**src/rtl/aes_pkg.sv**
```systemverilog
// ----------------------------------------------------------------------------
// AES-128 package
// Shared types, S-box functions and round helpers for the AES-128 cipher.
// ----------------------------------------------------------------------------
package aes_pkg;

  typedef logic [127:0] blk_t;
  typedef logic [31:0]  word_t;
  typedef logic [7:0]   byte_t;

  typedef struct packed {
    logic load;
    logic decrypt;
    logic first;
    logic last;
    logic [3:0] round;
  } aes_cmd_t;

  localparam logic [0:0] CMD_ENCRYPT = 1'b0;
  localparam logic [0:0] CMD_DECRYPT = 1'b1;

  localparam logic [0:0] REG_KEY_HIGH = 1'b0;
  localparam logic [0:0] REG_KEY_LOW  = 1'b1;

  localparam byte_t RCON_FIRST = 8'h01;

  function automatic byte_t fwd_sbox(input byte_t v);
    byte_t r;
    begin
      case (v)
        8'h00: r=8'h63; 8'h01: r=8'h7c; 8'h02: r=8'h77; 8'h03: r=8'h7b;
        8'h04: r=8'hf2; 8'h05: r=8'h6b; 8'h06: r=8'h6f; 8'h07: r=8'hc5;
        8'h08: r=8'h30; 8'h09: r=8'h01; 8'h0a: r=8'h67; 8'h0b: r=8'h2b;
        8'h0c: r=8'hfe; 8'h0d: r=8'hd7; 8'h0e: r=8'hab; 8'h0f: r=8'h76;
        8'h10: r=8'hca; 8'h11: r=8'h82; 8'h12: r=8'hc9; 8'h13: r=8'h7d;
        8'h14: r=8'hfa; 8'h15: r=8'h59; 8'h16: r=8'h47; 8'h17: r=8'hf0;
        8'h18: r=8'had; 8'h19: r=8'hd4; 8'h1a: r=8'ha2; 8'h1b: r=8'haf;
        8'h1c: r=8'h9c; 8'h1d: r=8'ha4; 8'h1e: r=8'h72; 8'h1f: r=8'hc0;
        8'h20: r=8'hb7; 8'h21: r=8'hfd; 8'h22: r=8'h93; 8'h23: r=8'h26;
        8'h24: r=8'h36; 8'h25: r=8'h3f; 8'h26: r=8'hf7; 8'h27: r=8'hcc;
        8'h28: r=8'h34; 8'h29: r=8'ha5; 8'h2a: r=8'he5; 8'h2b: r=8'hf1;
        8'h2c: r=8'h71; 8'h2d: r=8'hd8; 8'h2e: r=8'h31; 8'h2f: r=8'h15;
        8'h30: r=8'h04; 8'h31: r=8'hc7; 8'h32: r=8'h23; 8'h33: r=8'hc3;
        8'h34: r=8'h18; 8'h35: r=8'h96; 8'h36: r=8'h05; 8'h37: r=8'h9a;
        8'h38: r=8'h07; 8'h39: r=8'h12; 8'h3a: r=8'h80; 8'h3b: r=8'he2;
        8'h3c: r=8'heb; 8'h3d: r=8'h27; 8'h3e: r=8'hb2; 8'h3f: r=8'h75;
        8'h40: r=8'h09; 8'h41: r=8'h83; 8'h42: r=8'h2c; 8'h43: r=8'h1a;
        8'h44: r=8'h1b; 8'h45: r=8'h6e; 8'h46: r=8'h5a; 8'h47: r=8'ha0;
        8'h48: r=8'h52; 8'h49: r=8'h3b; 8'h4a: r=8'hd6; 8'h4b: r=8'hb3;
        8'h4c: r=8'h29; 8'h4d: r=8'he3; 8'h4e: r=8'h2f; 8'h4f: r=8'h84;
        8'h50: r=8'h53; 8'h51: r=8'hd1; 8'h52: r=8'h00; 8'h53: r=8'hed;
        8'h54: r=8'h20; 8'h55: r=8'hfc; 8'h56: r=8'hb1; 8'h57: r=8'h5b;
        8'h58: r=8'h6a; 8'h59: r=8'hcb; 8'h5a: r=8'hbe; 8'h5b: r=8'h39;
        8'h5c: r=8'h4a; 8'h5d: r=8'h4c; 8'h5e: r=8'h58; 8'h5f: r=8'hcf;
        8'h60: r=8'hd0; 8'h61: r=8'hef; 8'h62: r=8'haa; 8'h63: r=8'hfb;
        8'h64: r=8'h43; 8'h65: r=8'h4d; 8'h66: r=8'h33; 8'h67: r=8'h85;
        8'h68: r=8'h45; 8'h69: r=8'hf9; 8'h6a: r=8'h02; 8'h6b: r=8'h7f;
        8'h6c: r=8'h50; 8'h6d: r=8'h3c; 8'h6e: r=8'h9f; 8'h6f: r=8'ha8;
        8'h70: r=8'h51; 8'h71: r=8'ha3; 8'h72: r=8'h40; 8'h73: r=8'h8f;
        8'h74: r=8'h92; 8'h75: r=8'h9d; 8'h76: r=8'h38; 8'h77: r=8'hf5;
        8'h78: r=8'hbc; 8'h79: r=8'hb6; 8'h7a: r=8'hda; 8'h7b: r=8'h21;
        8'h7c: r=8'h10; 8'h7d: r=8'hff; 8'h7e: r=8'hf3; 8'h7f: r=8'hd2;
        8'h80: r=8'hcd; 8'h81: r=8'h0c; 8'h82: r=8'h13; 8'h83: r=8'hec;
        8'h84: r=8'h5f; 8'h85: r=8'h97; 8'h86: r=8'h44; 8'h87: r=8'h17;
        8'h88: r=8'hc4; 8'h89: r=8'ha7; 8'h8a: r=8'h7e; 8'h8b: r=8'h3d;
        8'h8c: r=8'h64; 8'h8d: r=8'h5d; 8'h8e: r=8'h19; 8'h8f: r=8'h73;
        8'h90: r=8'h60; 8'h91: r=8'h81; 8'h92: r=8'h4f; 8'h93: r=8'hdc;
        8'h94: r=8'h22; 8'h95: r=8'h2a; 8'h96: r=8'h90; 8'h97: r=8'h88;
        8'h98: r=8'h46; 8'h99: r=8'hee; 8'h9a: r=8'hb8; 8'h9b: r=8'h14;
        8'h9c: r=8'hde; 8'h9d: r=8'h5e; 8'h9e: r=8'h0b; 8'h9f: r=8'hdb;
        8'ha0: r=8'he0; 8'ha1: r=8'h32; 8'ha2: r=8'h3a; 8'ha3: r=8'h0a;
        8'ha4: r=8'h49; 8'ha5: r=8'h06; 8'ha6: r=8'h24; 8'ha7: r=8'h5c;
        8'ha8: r=8'hc2; 8'ha9: r=8'hd3; 8'haa: r=8'hac; 8'hab: r=8'h62;
        8'hac: r=8'h91; 8'had: r=8'h95; 8'hae: r=8'he4; 8'haf: r=8'h79;
        8'hb0: r=8'he7; 8'hb1: r=8'hc8; 8'hb2: r=8'h37; 8'hb3: r=8'h6d;
        8'hb4: r=8'h8d; 8'hb5: r=8'hd5; 8'hb6: r=8'h4e; 8'hb7: r=8'ha9;
        8'hb8: r=8'h6c; 8'hb9: r=8'h56; 8'hba: r=8'hf4; 8'hbb: r=8'hea;
        8'hbc: r=8'h65; 8'hbd: r=8'h7a; 8'hbe: r=8'hae; 8'hbf: r=8'h08;
        8'hc0: r=8'hba; 8'hc1: r=8'h78; 8'hc2: r=8'h25; 8'hc3: r=8'h2e;
        8'hc4: r=8'h1c; 8'hc5: r=8'ha6; 8'hc6: r=8'hb4; 8'hc7: r=8'hc6;
        8'hc8: r=8'he8; 8'hc9: r=8'hdd; 8'hca: r=8'h74; 8'hcb: r=8'h1f;
        8'hcc: r=8'h4b; 8'hcd: r=8'hbd; 8'hce: r=8'h8b; 8'hcf: r=8'h8a;
        8'hd0: r=8'h70; 8'hd1: r=8'h3e; 8'hd2: r=8'hb5; 8'hd3: r=8'h66;
        8'hd4: r=8'h48; 8'hd5: r=8'h03; 8'hd6: r=8'hf6; 8'hd7: r=8'h0e;
        8'hd8: r=8'h61; 8'hd9: r=8'h35; 8'hda: r=8'h57; 8'hdb: r=8'hb9;
        8'hdc: r=8'h86; 8'hdd: r=8'hc1; 8'hde: r=8'h1d; 8'hdf: r=8'h9e;
        8'he0: r=8'he1; 8'he1: r=8'hf8; 8'he2: r=8'h98; 8'he3: r=8'h11;
        8'he4: r=8'h69; 8'he5: r=8'hd9; 8'he6: r=8'h8e; 8'he7: r=8'h94;
        8'he8: r=8'h9b; 8'he9: r=8'h1e; 8'hea: r=8'h87; 8'heb: r=8'he9;
        8'hec: r=8'hce; 8'hed: r=8'h55; 8'hee: r=8'h28; 8'hef: r=8'hdf;
        8'hf0: r=8'h8c; 8'hf1: r=8'ha1; 8'hf2: r=8'h89; 8'hf3: r=8'h0d;
        8'hf4: r=8'hbf; 8'hf5: r=8'he6; 8'hf6: r=8'h42; 8'hf7: r=8'h68;
        8'hf8: r=8'h41; 8'hf9: r=8'h99; 8'hfa: r=8'h2d; 8'hfb: r=8'h0f;
        8'hfc: r=8'hb0; 8'hfd: r=8'h54; 8'hfe: r=8'hbb; default: r=8'h16;
      endcase
      return r;
    end
  endfunction

  function automatic byte_t inv_sbox(input byte_t v);
    byte_t r;
    begin
      case (v)
        8'h00: r=8'h52; 8'h01: r=8'h09; 8'h02: r=8'h6a; 8'h03: r=8'hd5;
        8'h04: r=8'h30; 8'h05: r=8'h36; 8'h06: r=8'ha5; 8'h07: r=8'h38;
        8'h08: r=8'hbf; 8'h09: r=8'h40; 8'h0a: r=8'ha3; 8'h0b: r=8'h9e;
        8'h0c: r=8'h81; 8'h0d: r=8'hf3; 8'h0e: r=8'hd7; 8'h0f: r=8'hfb;
        8'h10: r=8'h7c; 8'h11: r=8'he3; 8'h12: r=8'h39; 8'h13: r=8'h82;
        8'h14: r=8'h9b; 8'h15: r=8'h2f; 8'h16: r=8'hff; 8'h17: r=8'h87;
        8'h18: r=8'h34; 8'h19: r=8'h8e; 8'h1a: r=8'h43; 8'h1b: r=8'h44;
        8'h1c: r=8'hc4; 8'h1d: r=8'hde; 8'h1e: r=8'he9; 8'h1f: r=8'hcb;
        8'h20: r=8'h54; 8'h21: r=8'h7b; 8'h22: r=8'h94; 8'h23: r=8'h32;
        8'h24: r=8'ha6; 8'h25: r=8'hc2; 8'h26: r=8'h23; 8'h27: r=8'h3d;
        8'h28: r=8'hee; 8'h29: r=8'h4c; 8'h2a: r=8'h95; 8'h2b: r=8'h0b;
        8'h2c: r=8'h42; 8'h2d: r=8'hfa; 8'h2e: r=8'hc3; 8'h2f: r=8'h4e;
        8'h30: r=8'h08; 8'h31: r=8'h2e; 8'h32: r=8'ha1; 8'h33: r=8'h66;
        8'h34: r=8'h28; 8'h35: r=8'hd9; 8'h36: r=8'h24; 8'h37: r=8'hb2;
        8'h38: r=8'h76; 8'h39: r=8'h5b; 8'h3a: r=8'ha2; 8'h3b: r=8'h49;
        8'h3c: r=8'h6d; 8'h3d: r=8'h8b; 8'h3e: r=8'hd1; 8'h3f: r=8'h25;
        8'h40: r=8'h72; 8'h41: r=8'hf8; 8'h42: r=8'hf6; 8'h43: r=8'h64;
        8'h44: r=8'h86; 8'h45: r=8'h68; 8'h46: r=8'h98; 8'h47: r=8'h16;
        8'h48: r=8'hd4; 8'h49: r=8'ha4; 8'h4a: r=8'h5c; 8'h4b: r=8'hcc;
        8'h4c: r=8'h5d; 8'h4d: r=8'h65; 8'h4e: r=8'hb6; 8'h4f: r=8'h92;
        8'h50: r=8'h6c; 8'h51: r=8'h70; 8'h52: r=8'h48; 8'h53: r=8'h50;
        8'h54: r=8'hfd; 8'h55: r=8'hed; 8'h56: r=8'hb9; 8'h57: r=8'hda;
        8'h58: r=8'h5e; 8'h59: r=8'h15; 8'h5a: r=8'h46; 8'h5b: r=8'h57;
        8'h5c: r=8'ha7; 8'h5d: r=8'h8d; 8'h5e: r=8'h9d; 8'h5f: r=8'h84;
        8'h60: r=8'h90; 8'h61: r=8'hd8; 8'h62: r=8'hab; 8'h63: r=8'h00;
        8'h64: r=8'h8c; 8'h65: r=8'hbc; 8'h66: r=8'hd3; 8'h67: r=8'h0a;
        8'h68: r=8'hf7; 8'h69: r=8'he4; 8'h6a: r=8'h58; 8'h6b: r=8'h05;
        8'h6c: r=8'hb8; 8'h6d: r=8'hb3; 8'h6e: r=8'h45; 8'h6f: r=8'h06;
        8'h70: r=8'hd0; 8'h71: r=8'h2c; 8'h72: r=8'h1e; 8'h73: r=8'h8f;
        8'h74: r=8'hca; 8'h75: r=8'h3f; 8'h76: r=8'h0f; 8'h77: r=8'h02;
        8'h78: r=8'hc1; 8'h79: r=8'haf; 8'h7a: r=8'hbd; 8'h7b: r=8'h03;
        8'h7c: r=8'h01; 8'h7d: r=8'h13; 8'h7e: r=8'h8a; 8'h7f: r=8'h6b;
        8'h80: r=8'h3a; 8'h81: r=8'h91; 8'h82: r=8'h11; 8'h83: r=8'h41;
        8'h84: r=8'h4f; 8'h85: r=8'h67; 8'h86: r=8'hdc; 8'h87: r=8'hea;
        8'h88: r=8'h97; 8'h89: r=8'hf2; 8'h8a: r=8'hcf; 8'h8b: r=8'hce;
        8'h8c: r=8'hf0; 8'h8d: r=8'hb4; 8'h8e: r=8'he6; 8'h8f: r=8'h73;
        8'h90: r=8'h96; 8'h91: r=8'hac; 8'h92: r=8'h74; 8'h93: r=8'h22;
        8'h94: r=8'he7; 8'h95: r=8'had; 8'h96: r=8'h35; 8'h97: r=8'h85;
        8'h98: r=8'he2; 8'h99: r=8'hf9; 8'h9a: r=8'h37; 8'h9b: r=8'he8;
        8'h9c: r=8'h1c; 8'h9d: r=8'h75; 8'h9e: r=8'hdf; 8'h9f: r=8'h6e;
        8'ha0: r=8'h47; 8'ha1: r=8'hf1; 8'ha2: r=8'h1a; 8'ha3: r=8'h71;
        8'ha4: r=8'h1d; 8'ha5: r=8'h29; 8'ha6: r=8'hc5; 8'ha7: r=8'h89;
        8'ha8: r=8'h6f; 8'ha9: r=8'hb7; 8'haa: r=8'h62; 8'hab: r=8'h0e;
        8'hac: r=8'haa; 8'had: r=8'h18; 8'hae: r=8'hbe; 8'haf: r=8'h1b;
        8'hb0: r=8'hfc; 8'hb1: r=8'h56; 8'hb2: r=8'h3e; 8'hb3: r=8'h4b;
        8'hb4: r=8'hc6; 8'hb5: r=8'hd2; 8'hb6: r=8'h79; 8'hb7: r=8'h20;
        8'hb8: r=8'h9a; 8'hb9: r=8'hdb; 8'hba: r=8'hc0; 8'hbb: r=8'hfe;
        8'hbc: r=8'h78; 8'hbd: r=8'hcd; 8'hbe: r=8'h5a; 8'hbf: r=8'hf4;
        8'hc0: r=8'h1f; 8'hc1: r=8'hdd; 8'hc2: r=8'ha8; 8'hc3: r=8'h33;
        8'hc4: r=8'h88; 8'hc5: r=8'h07; 8'hc6: r=8'hc7; 8'hc7: r=8'h31;
        8'hc8: r=8'hb1; 8'hc9: r=8'h12; 8'hca: r=8'h10; 8'hcb: r=8'h59;
        8'hcc: r=8'h27; 8'hcd: r=8'h80; 8'hce: r=8'hec; 8'hcf: r=8'h5f;
        8'hd0: r=8'h60; 8'hd1: r=8'h51; 8'hd2: r=8'h7f; 8'hd3: r=8'ha9;
        8'hd4: r=8'h19; 8'hd5: r=8'hb5; 8'hd6: r=8'h4a; 8'hd7: r=8'h0d;
        8'hd8: r=8'h2d; 8'hd9: r=8'he5; 8'hda: r=8'h7a; 8'hdb: r=8'h9f;
        8'hdc: r=8'h93; 8'hdd: r=8'hc9; 8'hde: r=8'h9c; 8'hdf: r=8'hef;
        8'he0: r=8'ha0; 8'he1: r=8'he0; 8'he2: r=8'h3b; 8'he3: r=8'h4d;
        8'he4: r=8'hae; 8'he5: r=8'h2a; 8'he6: r=8'hf5; 8'he7: r=8'hb0;
        8'he8: r=8'hc8; 8'he9: r=8'heb; 8'hea: r=8'hbb; 8'heb: r=8'h3c;
        8'hec: r=8'h83; 8'hed: r=8'h53; 8'hee: r=8'h99; 8'hef: r=8'h61;
        8'hf0: r=8'h17; 8'hf1: r=8'h2b; 8'hf2: r=8'h04; 8'hf3: r=8'h7e;
        8'hf4: r=8'hba; 8'hf5: r=8'h77; 8'hf6: r=8'hd6; 8'hf7: r=8'h26;
        8'hf8: r=8'he1; 8'hf9: r=8'h69; 8'hfa: r=8'h14; 8'hfb: r=8'h63;
        8'hfc: r=8'h55; 8'hfd: r=8'h21; 8'hfe: r=8'h0c; default: r=8'h7d;
      endcase
      return r;
    end
  endfunction

  function automatic byte_t xtime(input byte_t v);
    return v[7] ? ({v[6:0], 1'b0} ^ 8'h1b) : {v[6:0], 1'b0};
  endfunction

  // Byte k of a block sits at bits 127-8k down to 120-8k.
  function automatic byte_t get_byte(input blk_t s, input int k);
    return s[127 - 8*k -: 8];
  endfunction

  function automatic blk_t sub_shift(input blk_t s, input logic inverse);
    blk_t t;
    byte_t v;
    int src;
    begin
      t = '0;
      for (int c = 0; c < 4; c++) begin
        for (int r = 0; r < 4; r++) begin
          src = inverse ? ((c - r + 4) & 3) : ((c + r) & 3);
          v = get_byte(s, 4*src + r);
          t[127 - 8*(4*c + r) -: 8] = inverse ? inv_sbox(v) : fwd_sbox(v);
        end
      end
      return t;
    end
  endfunction

  function automatic blk_t mix_columns(input blk_t s);
    blk_t t;
    byte_t a0, a1, a2, a3, al;
    begin
      t = '0;
      for (int c = 0; c < 4; c++) begin
        a0 = get_byte(s, 4*c);
        a1 = get_byte(s, 4*c + 1);
        a2 = get_byte(s, 4*c + 2);
        a3 = get_byte(s, 4*c + 3);
        al = a0 ^ a1 ^ a2 ^ a3;
        t[127 - 32*c -: 32] = {a0 ^ al ^ xtime(a0 ^ a1), a1 ^ al ^ xtime(a1 ^ a2),
                               a2 ^ al ^ xtime(a2 ^ a3), a3 ^ al ^ xtime(a3 ^ a0)};
      end
      return t;
    end
  endfunction

  function automatic blk_t inv_mix_columns(input blk_t s);
    blk_t t;
    byte_t u, v;
    begin
      t = s;
      for (int c = 0; c < 4; c++) begin
        u = xtime(xtime(get_byte(s, 4*c) ^ get_byte(s, 4*c + 2)));
        v = xtime(xtime(get_byte(s, 4*c + 1) ^ get_byte(s, 4*c + 3)));
        t[127 - 32*c -: 32] = s[127 - 32*c -: 32] ^ {u, v, u, v};
      end
      return mix_columns(t);
    end
  endfunction

  // One forward key schedule step: round key n from round key n-1.
  function automatic blk_t key_fwd(input blk_t k, input byte_t rc);
    word_t w0, w1, w2, w3, t;
    begin
      w0 = k[127:96]; w1 = k[95:64]; w2 = k[63:32]; w3 = k[31:0];
      t = {fwd_sbox(w3[23:16]) ^ rc, fwd_sbox(w3[15:8]), fwd_sbox(w3[7:0]),
           fwd_sbox(w3[31:24])};
      w0 = w0 ^ t; w1 = w1 ^ w0; w2 = w2 ^ w1; w3 = w3 ^ w2;
      return {w0, w1, w2, w3};
    end
  endfunction

  // Inverse step: round key n-1 from round key n, rc being round n's constant.
  function automatic blk_t key_inv(input blk_t k, input byte_t rc);
    word_t w0, w1, w2, w3, t;
    begin
      w0 = k[127:96]; w1 = k[95:64]; w2 = k[63:32]; w3 = k[31:0];
      w3 = w3 ^ w2; w2 = w2 ^ w1; w1 = w1 ^ w0;
      t = {fwd_sbox(w3[23:16]) ^ rc, fwd_sbox(w3[15:8]), fwd_sbox(w3[7:0]),
           fwd_sbox(w3[31:24])};
      w0 = w0 ^ t;
      return {w0, w1, w2, w3};
    end
  endfunction

  function automatic byte_t inv_xtime(input byte_t v);
    return v[0] ? ({1'b0, v[7:1]} ^ 8'h8d) : {1'b0, v[7:1]};
  endfunction

endpackage

```
**src/rtl/aes_ctrl.sv**
```systemverilog
// ----------------------------------------------------------------------------
// AES-128 controller
// Sequences key preparation for decryption and the ten rounds, and issues datapath commands.
// ----------------------------------------------------------------------------
module aes_ctrl (
  input  logic             clk,
  input  logic             rst_n,
  input  logic             start,
  input  logic             in_command,
  output logic             busy,
  output aes_pkg::aes_cmd_t cmd,
  output logic             done
);

  localparam logic [1:0] ST_IDLE  = 2'd0;
  localparam logic [1:0] ST_KEY   = 2'd1;
  localparam logic [1:0] ST_ROUND = 2'd2;

  logic [1:0] state_r, state_nxt;
  logic [3:0] cnt_r, cnt_nxt;
  logic       dec_r, dec_nxt;

  assign busy = (state_r != ST_IDLE);

  always_comb begin
    state_nxt = state_r;
    cnt_nxt   = cnt_r;
    dec_nxt   = dec_r;
    cmd       = '0;
    cmd.decrypt = dec_r;
    cmd.round   = cnt_r;
    done      = 1'b0;
    unique case (state_r)
      ST_IDLE: begin
        if (start) begin
          cmd.load    = 1'b1;
          cmd.decrypt = in_command;
          dec_nxt     = in_command;
          cnt_nxt     = 4'd1;
          state_nxt   = in_command ? ST_KEY : ST_ROUND;
        end
      end
      ST_KEY: begin
        // Walks the schedule forward to the last round key; round zero marks a
        // plain schedule step, and the tenth step also starts the first round.
        if (cnt_r == 4'd10) begin
          cmd.first = 1'b1;
          cnt_nxt   = 4'd1;
          state_nxt = ST_ROUND;
        end else begin
          cmd.round = 4'd0;
          cnt_nxt   = cnt_r + 4'd1;
        end
      end
      ST_ROUND: begin
        cmd.last = (cnt_r == 4'd10);
        if (cnt_r == 4'd10) begin
          done      = 1'b1;
          state_nxt = ST_IDLE;
        end else begin
          cnt_nxt = cnt_r + 4'd1;
        end
      end
      default: state_nxt = ST_IDLE;
    endcase
  end

  always_ff @(posedge clk) begin
    if (!rst_n) begin
      state_r <= ST_IDLE;
      cnt_r   <= '0;
      dec_r   <= 1'b0;
    end else begin
      state_r <= state_nxt;
      cnt_r   <= cnt_nxt;
      dec_r   <= dec_nxt;
    end
  end

  a_done_in_round: assert property (@(posedge clk) disable iff (!rst_n)
    done |-> state_r == ST_ROUND && cnt_r == 4'd10)
    else $error("done outside last round");
  a_idle_after_done: assert property (@(posedge clk) disable iff (!rst_n)
    done |=> state_r == ST_IDLE)
    else $error("no return to idle");
  a_cnt_range: assert property (@(posedge clk) disable iff (!rst_n)
    busy |-> cnt_r >= 4'd1 && cnt_r <= 4'd10)
    else $error("counter out of range");

endmodule

```
**config.mk**
```make
export PLATFORM = sky130hd
export DESIGN_NAME = aes_ctrl
export DESIGN_NICKNAME = d
export VERILOG_FILES = /design/src/rtl/aes_pkg.sv /design/src/rtl/aes_ctrl.sv
export SDC_FILE = /design/constraint.sdc
export NUM_CORES = 1
export LEC_CHECK = 0
export BUFFER_PORTS_ARGS = -buffer_cell sky130_fd_sc_hd__buf_2
export CAP_MARGIN = 40
export CORE_MARGIN = 2
export CORE_UTILIZATION = 30
export CTS_BUF_LIST = sky130_fd_sc_hd__clkbuf_8 sky130_fd_sc_hd__clkbuf_16
export CTS_CLUSTER_DIAMETER = 150
export DETAILED_ROUTE_END_ITERATION = 6
export GPL_TIMING_DRIVEN = 0
export PLACE_DENSITY_LB_ADDON = 0.08
export SYNTH_ARGS = -nofsm -noshare
export SYNTH_HDL_FRONTEND = slang
export SYNTH_SLANG_ARGS = --single-unit
```
**constraint.sdc**
```tcl
create_clock -name clk -period 3.5 [get_ports clk]
set_input_delay 0.7 -clock clk [delete_from_list [all_inputs] [get_ports clk]]
set_output_delay 0.7 -clock clk [all_outputs]
set_load 0.02 [all_outputs]
```
==> run metrics, run 1 <==
CP Launch Type register; power density over cell area 575.2 mW/mm^2; # IOs 14; Initial Util 31.72%; CP endpoint kind output pin; RSZ-0062 raised after global routing false; adder-cell share of the synthesized area 13.86%; Layout Area Growth over Synthesis 26.10%; initial antenna violation count 0; Post-Synth XOR/XNOR Area 0%; CP Max Fanout 5; Synth warnings 0; r2r endpoint cnt_r[1]; number of port buffers 13; DRT iter0 DRCs 17; routed len/inst 10.56 microns; Worst-path clk slew 40 ps; CP arrival 1590 ps; setup_tns 0 ps; Max H-tree Level 1; gpl congestion 0.6769; Setup CP Type reg2out; Synth Area in Simple Gates 26.79%; Yosys top cell area share 25.87%; Overall Global Routing Usage 13.48%; Filler Cells Inserted 179; Via Count 512; post-synth design cell area 541.8 sq um; Reg2Reg Setup Slack 1830 ps; die area 0.002162 sq mm; gate count of the mapped netlist 63; Yosys cell types 30; Final setup viols 0; status complete, no violations; FF-to-FF path depth 6; sequential-to-total area share from yosys stat 25.87%; chip height 46.50 microns; post-cts resize count 0; setup bufs post-CTS 0; Lkg Pwr 0.3729 nW; Inserted Diodes 0; Clock Skews 0.1818 ps; Synth area leaders dfxtp_1, ha_1, inv_1; final hold vios 0; Nets 91; DRC 0; drt pass-1 iters 4; top cell type by total area after synthesis dfxtp_1; sequential cell area 140.1 sq um; total congestion overflow 0; Detail Route Antenna Nets 0; IR drop worst, VDD 0.3433 mV; CTS tree built; vias in the first global route 441; CTS sink count 7; synthesized area per cell 8.600 sq um; critical path's top delay family simple AND/OR/NAND/NOR gates; core area 0.001708 sq mm; post-synth net total 73; Placed Area 638.1 sq um; hold_sp state_r[0]; total power 0.0003930 W; Compound-Gate Fraction of Synth Area 25.64%; hpwl dp 881.6 microns; Hold Path Cell Cnt 2; Final Cell Area 683.2 sq um; worst slew pin tran 410.8 ps; first-pass GRT wire length 1959 microns; number of vias per cell 4.876; minimum clock period after layout 2293 ps; FF+latch count, synth 7; share of layout cells above drive strength 1 31.25%; mux cell area share after synthesis 0%; Fmax 0.4362 GHz; wire length after detailed routing 1109 microns; clk_lat worst skew 220 ps; Num CTS Buffers 3; # Max-Cap Violations 0; Critical Path Max Stage Delay 390 ps; Max transition margin 72.27%; Max Slew Vio Count 0; Worst Hold Class reg2reg; Root Buffer clkbuf_8; area of the multi-input gates 359.1 sq um; period utilisation layout 65.51%; CP max stage cell dfxtp_1; main combinational cell family by area after synthesis simple AND/OR/NAND/NOR gates; worst-path cell chain inv_1 > ha_1 > and3b_2 > and2_1 > buf_4 > buf_2; r2r startpoint cnt_r[0]; WHS Endpoint state_r[0]; Rows 15; cts hold-fix bufs 0; Die Wd 46.50 microns; Worst EP required 2800 ps; worst path bufs/invs 3; pin count of the biggest net entering global routing 10; maximum buffer depth of the clock tree 2
[layout make-up]
type / instances / area share, %
Multi-Input combinational cell: 46 / 52.56
Tap cell: 25 / 4.579
Timing Repair Buffer: 13 / 9.524
Buffer: 2 / 1.832
Clock inverter: 1 / 0.5495
Sequential cell: 7 / 20.51
Clock buffer: 3 / 6.044
Inverter: 8 / 4.396
[worst reg2reg max path: stages, from the launching register on]
cell and delay, ps:
dfxtp_1 390, inv_1 80, ha_1 230, and3b_2 240, a211oi_2 310, o32ai_1 150
and2_1 170
[metrics by stage]
step	hold WS, ps	setup slack, ps	utilization, %	std cells
after floorplan	491.5	1516	-	63
after global placement	528.1	1438	37.36	101
after detailed placement	525.8	1441	37.36	101
after CTS	532.1	1194	40.00	105
after global routing	569.6	1136	40.00	105
final	525.8	1207	40.00	105
[layer usage]
layer | GRT usage (%) | part of all wire [%] | wire length, microns | vias to the layer above
met5 | 0 | 0 | 0 | -
met4 | 8.571 | 0.90 | 10 | 0
met3 | 3.529 | 7.6 | 84 | 2
met2 | 20.28 | 45 | 497 | 23
met1 | 16.78 | 47 | 516 | 227
li1 | - | - | - | 260
[cell families (layout without fill, tap and decap cells)]
kind of cell | Yosys count | after routing
AOI/OAI and AO/OA | 18 | 18
and+or+nand+nor | 22 | 22
DFF | 7 | 7
buffers and inverters | 10 | 27
adders and majority gates | 6 | 6
[state kept, by name, summed over array words and instances, names as in the netlist]
| signal | count |
|---|---|
| cnt_r | 4 |
| state_r | 2 |
| dec_r | 1 |
[how the worst max path moves through the flow]
stage	startpoint	slack (ps)	end	depth (start not counted)
3_5_place_dp	cnt_r[0]	1440	cmd[4]	6
5_1_grt	cnt_r[0]	1140	cmd[4]	6
4_1_cts	cnt_r[0]	1190	cmd[4]	6
6_report	cnt_r[0]	1210	cmd[4]	6
3_3_place_gp	cnt_r[0]	1440	cmd[4]	6
2_1_floorplan	cnt_r[0]	1520	cmd[4]	5
[synth_stat cells]
| cell type | n |
|---|---|
| a211oi_2 | 1 |
| clkbuf_2 | 1 |
| or4_1 | 1 |
| nand2_1 | 3 |
| o21ai_2 | 1 |
| nand3b_4 | 1 |
| a31o_2 | 1 |
| dfxtp_1 | 7 |
| a21boi_0 | 2 |
| a21oi_1 | 5 |
| o311ai_0 | 1 |
| ha_1 | 6 |
| o21ai_0 | 2 |
| nor2b_1 | 2 |
| inv_1 | 8 |
| nor2_1 | 2 |
| o32ai_1 | 1 |
| o221a_2 | 1 |
| a21o_1 | 1 |
| and3b_2 | 1 |
| nand2b_1 | 2 |
| buf_4 | 1 |
| nand3_1 | 2 |
| nand3b_1 | 1 |
| o211ai_2 | 1 |
| or4b_1 | 1 |
| and3_1 | 1 |
| nor3_1 | 1 |
| and2_1 | 4 |
| o311a_1 | 1 |
[power breakdown]
group          switching [W]  leakage (nW)  internal [W]
logic               0.000112         0.289     0.0000649
clock network      0.0000351        0.0269     0.0000758
registers          0.0000117        0.0572     0.0000936
total               0.000159         0.373      0.000234
[placed cells by master (no fill, tap or decap), types with 2 or more instances in the layout]
cell,n
a21oi_1,5
a21boi_0,2
o21ai_0,2
inv_1,9
dfxtp_1,7
and2_1,4
nand3_1,2
buf_2,13
ha_1,6
nand2_1,3
nor2b_1,2
nor2_1,2
clkbuf_8,3
nand2b_1,2
No activity file was read; power rests on OpenSTA's default activity.
==> inputs of run 2 (changes only) <==
==> constraint.sdc (replaced) <==
create_clock -name clk -period 1.99 [get_ports clk]
set_input_delay 0.398 -clock clk [delete_from_list [all_inputs] [get_ports clk]]
set_output_delay 0.398 -clock clk [all_outputs]
set_load 0.02 [all_outputs]
==> run metrics, run 2 (synthesized netlist as in run 1, its figures left out) <==
number of port buffers 13 (unchanged); Overall Global Routing Usage 13.48% (unchanged); r2r endpoint cnt_r[3] (was cnt_r[1]); number of vias per cell 4.848 (was 4.876); # IOs 14 (unchanged); share of layout cells above drive strength 1 33.75% (was 31.25%); commonest non-fill, non-tap cells in the layout buf_2, inv_1, dfxtp_1 (unchanged); Critical Path Max Stage Delay 350 ps (was 390 ps); FF-to-FF path depth 6 (unchanged); CP max stage cell dfxtp_2 (was dfxtp_1); pin count of the biggest net entering global routing 10 (unchanged); Detail Route Antenna Nets 0 (unchanged); utilization after layout 40.22% (was 40.00%); vias in the first global route 441 (unchanged); Fmax 0.5275 GHz; total congestion overflow 0 (unchanged); CTS sink count 7 (unchanged); CTS tree built (unchanged); hold_sp rst_n (was state_r[0]); maximum buffer depth of the clock tree 2 (unchanged); Worst Hold Class in2reg (was reg2reg); Biggest register cnt_r (unchanged); clk_lat worst skew 230 ps (was 220 ps); IR drop worst, VDD 0.6039 mV (was 0.3433 mV); Hold Path Cell Cnt 2 (unchanged); Lkg Pwr 0.3713 nW (was 0.3729 nW); WHS Endpoint state_r[1] (was state_r[0]); Post-Layout Cell Count 105 (unchanged); gpl congestion 0.6769 (unchanged); period utilisation layout 95.26%; Via Count 509 (was 512); switching share of power 40.29% (was 40.39%); Reg2Reg Setup Slack 330 ps (was 1830 ps); Root Buffer clkbuf_8 (unchanged); RSZ-0062 raised after global routing false (unchanged); DRC 0 (unchanged); Num CTS Buffers 3 (unchanged); hpwl dp 881.6 microns (unchanged); routed len/inst 10.44 microns (was 10.56 microns); core area 0.001708 sq mm (unchanged); setup_tns 0 ps (unchanged); max reg flops 4 (unchanged); commonest non-fill, non-tap cell in the layout buf_2 (unchanged); Layout Area Growth over Synthesis 26.79% (was 26.10%); first-pass GRT wire length 1959 microns (unchanged); CP endpoint kind output pin (unchanged); Largest regs cnt_r (4), state_r (2), dec_r (1) (unchanged); minimum clock period after layout 1896 ps; CP Launch Type register (unchanged); Initial Util 31.72% (unchanged); cell-internal power 0.0004144 W (was 0.0002343 W); die area 0.002162 sq mm (unchanged); placed insts 101 (unchanged); sequential share of power 26.9% (was 26.8%); Worst-path clk slew 40 ps (about the same); Nets 91 (unchanged); Max H-tree Level 1 (unchanged); initial antenna violation count 0 (unchanged); Max transition margin 72.96% (was 72.27%); chip height 46.50 microns (unchanged); CP arrival 1500 ps (was 1590 ps); Inserted Diodes 0 (unchanged); Final setup viols 0 (unchanged); Sw Pwr 0.0002797 W (was 0.0001587 W); r2r startpoint state_r[0] (was cnt_r[0]); drt pass-1 iters 4 (unchanged); power density over cell area 1010 mW/mm^2 (was 575.2 mW/mm^2); Rows 15 (unchanged); # Max-Cap Violations 0 (unchanged); Worst EP required 1590 ps (was 2800 ps); status complete, no violations (unchanged); worst-path cell chain inv_1 > ha_2 > and3b_2 > and2_1 > buf_4 > buf_2 (was inv_1 > ha_1 > and3b_2 > and2_1 > buf_4 > buf_2); wire length after detailed routing 1096 microns (was 1109 microns); Comb pwr share 44.9% (was 45.0%); clock share of power 28.1% (was 28.2%); cts hold-fix bufs 0 (unchanged); Die Wd 46.50 microns (unchanged); DRT iter0 DRCs 17 (unchanged); Setup CP Type reg2out (unchanged); Max Slew Vio Count 0 (unchanged); CP Max Fanout 5 (unchanged); Clock Skews 0.1608 ps (was 0.1818 ps); DP Worst Slack 233.1 ps (was 1441 ps); final hold vios 0 (unchanged); worst slew pin tran 400.6 ps (was 410.8 ps); final worst setup slack 94.39 ps (was 1207 ps)
run 2: stage by stage:
stage	area (sq um)	total power, W	hold WS, ps
2_1_floorplan	541.8	0.0004185	491.5
3_3_place_gp	638.1	0.0005018	528.1
3_5_place_dp	638.1	0.0005017	525.8
4_1_cts	684.4	0.0007059	489.5
5_1_grt	686.9	0.0007700	491.6
6_report	686.9	0.0006940	489.8
run 2: worst max-delay path: cells and delay by family, from the launching register on:
kind / cells / cell delay, ps
and+or+nand+nor: 2 / 400
DFF: 1 / 350
buffers and inverters: 3 / 330
adders and majority gates: 1 / 200
run 2: area by class of cell:
| type | instances | area, sq um |
|---|---|---|
| repair buffers | 13 | 65.06 |
| flip-flops and latches | 7 | 141.4 |
| fillers | 178 | 1021 |
| well taps | 25 | 31.28 |
| multi-input cells | 46 | 361.6 |
| clock inverters | 1 | 3.754 |
| inverters | 8 | 30.03 |
| plain buffers | 2 | 12.51 |
| clock buffers | 3 | 41.29 |
run 2: worst max-delay path by stage:
stage | to | start | slack (ps) | cells after the start
4_1_cts | cmd[4] | cnt_r[0] | 40 | 6
3_3_place_gp | cmd[4] | cnt_r[0] | 230 | 6
2_1_floorplan | cmd[4] | cnt_r[0] | 310 | 5
3_5_place_dp | cmd[4] | cnt_r[0] | 230 | 6
6_report | cmd[4] | cnt_r[0] | 90 | 6
5_1_grt | cmd[4] | cnt_r[0] | 40 | 6
run 2: power groups by stage:
stage,sequential (W),combinational [W],clock (W)
floorplan,0.000183,0.000235,0
global placement,0.000188,0.000314,0
detailed placement,0.000188,0.000314,0
CTS,0.000187,0.000314,0.000205
global route,0.000190,0.000367,0.000214
finish,0.000187,0.000312,0.000195
run 2: routing by layer:
metal	part of all wire, %	up-vias	global-route usage [%]	wire length (microns)
li1	-	258	-	-
met1	47	226	16.78	520
met2	44	23	20.28	481
met3	7.7	2	3.529	84
met4	0.91	0	8.571	10
met5	0	-	0	0
run 2: repair_timing:
| item | CTS | global route |
|---|---|---|
| gates resized for setup | 1 | 1 |
| setup endpoints to repair | 1 | 1 |
| setup buffers | 0 | 0 |
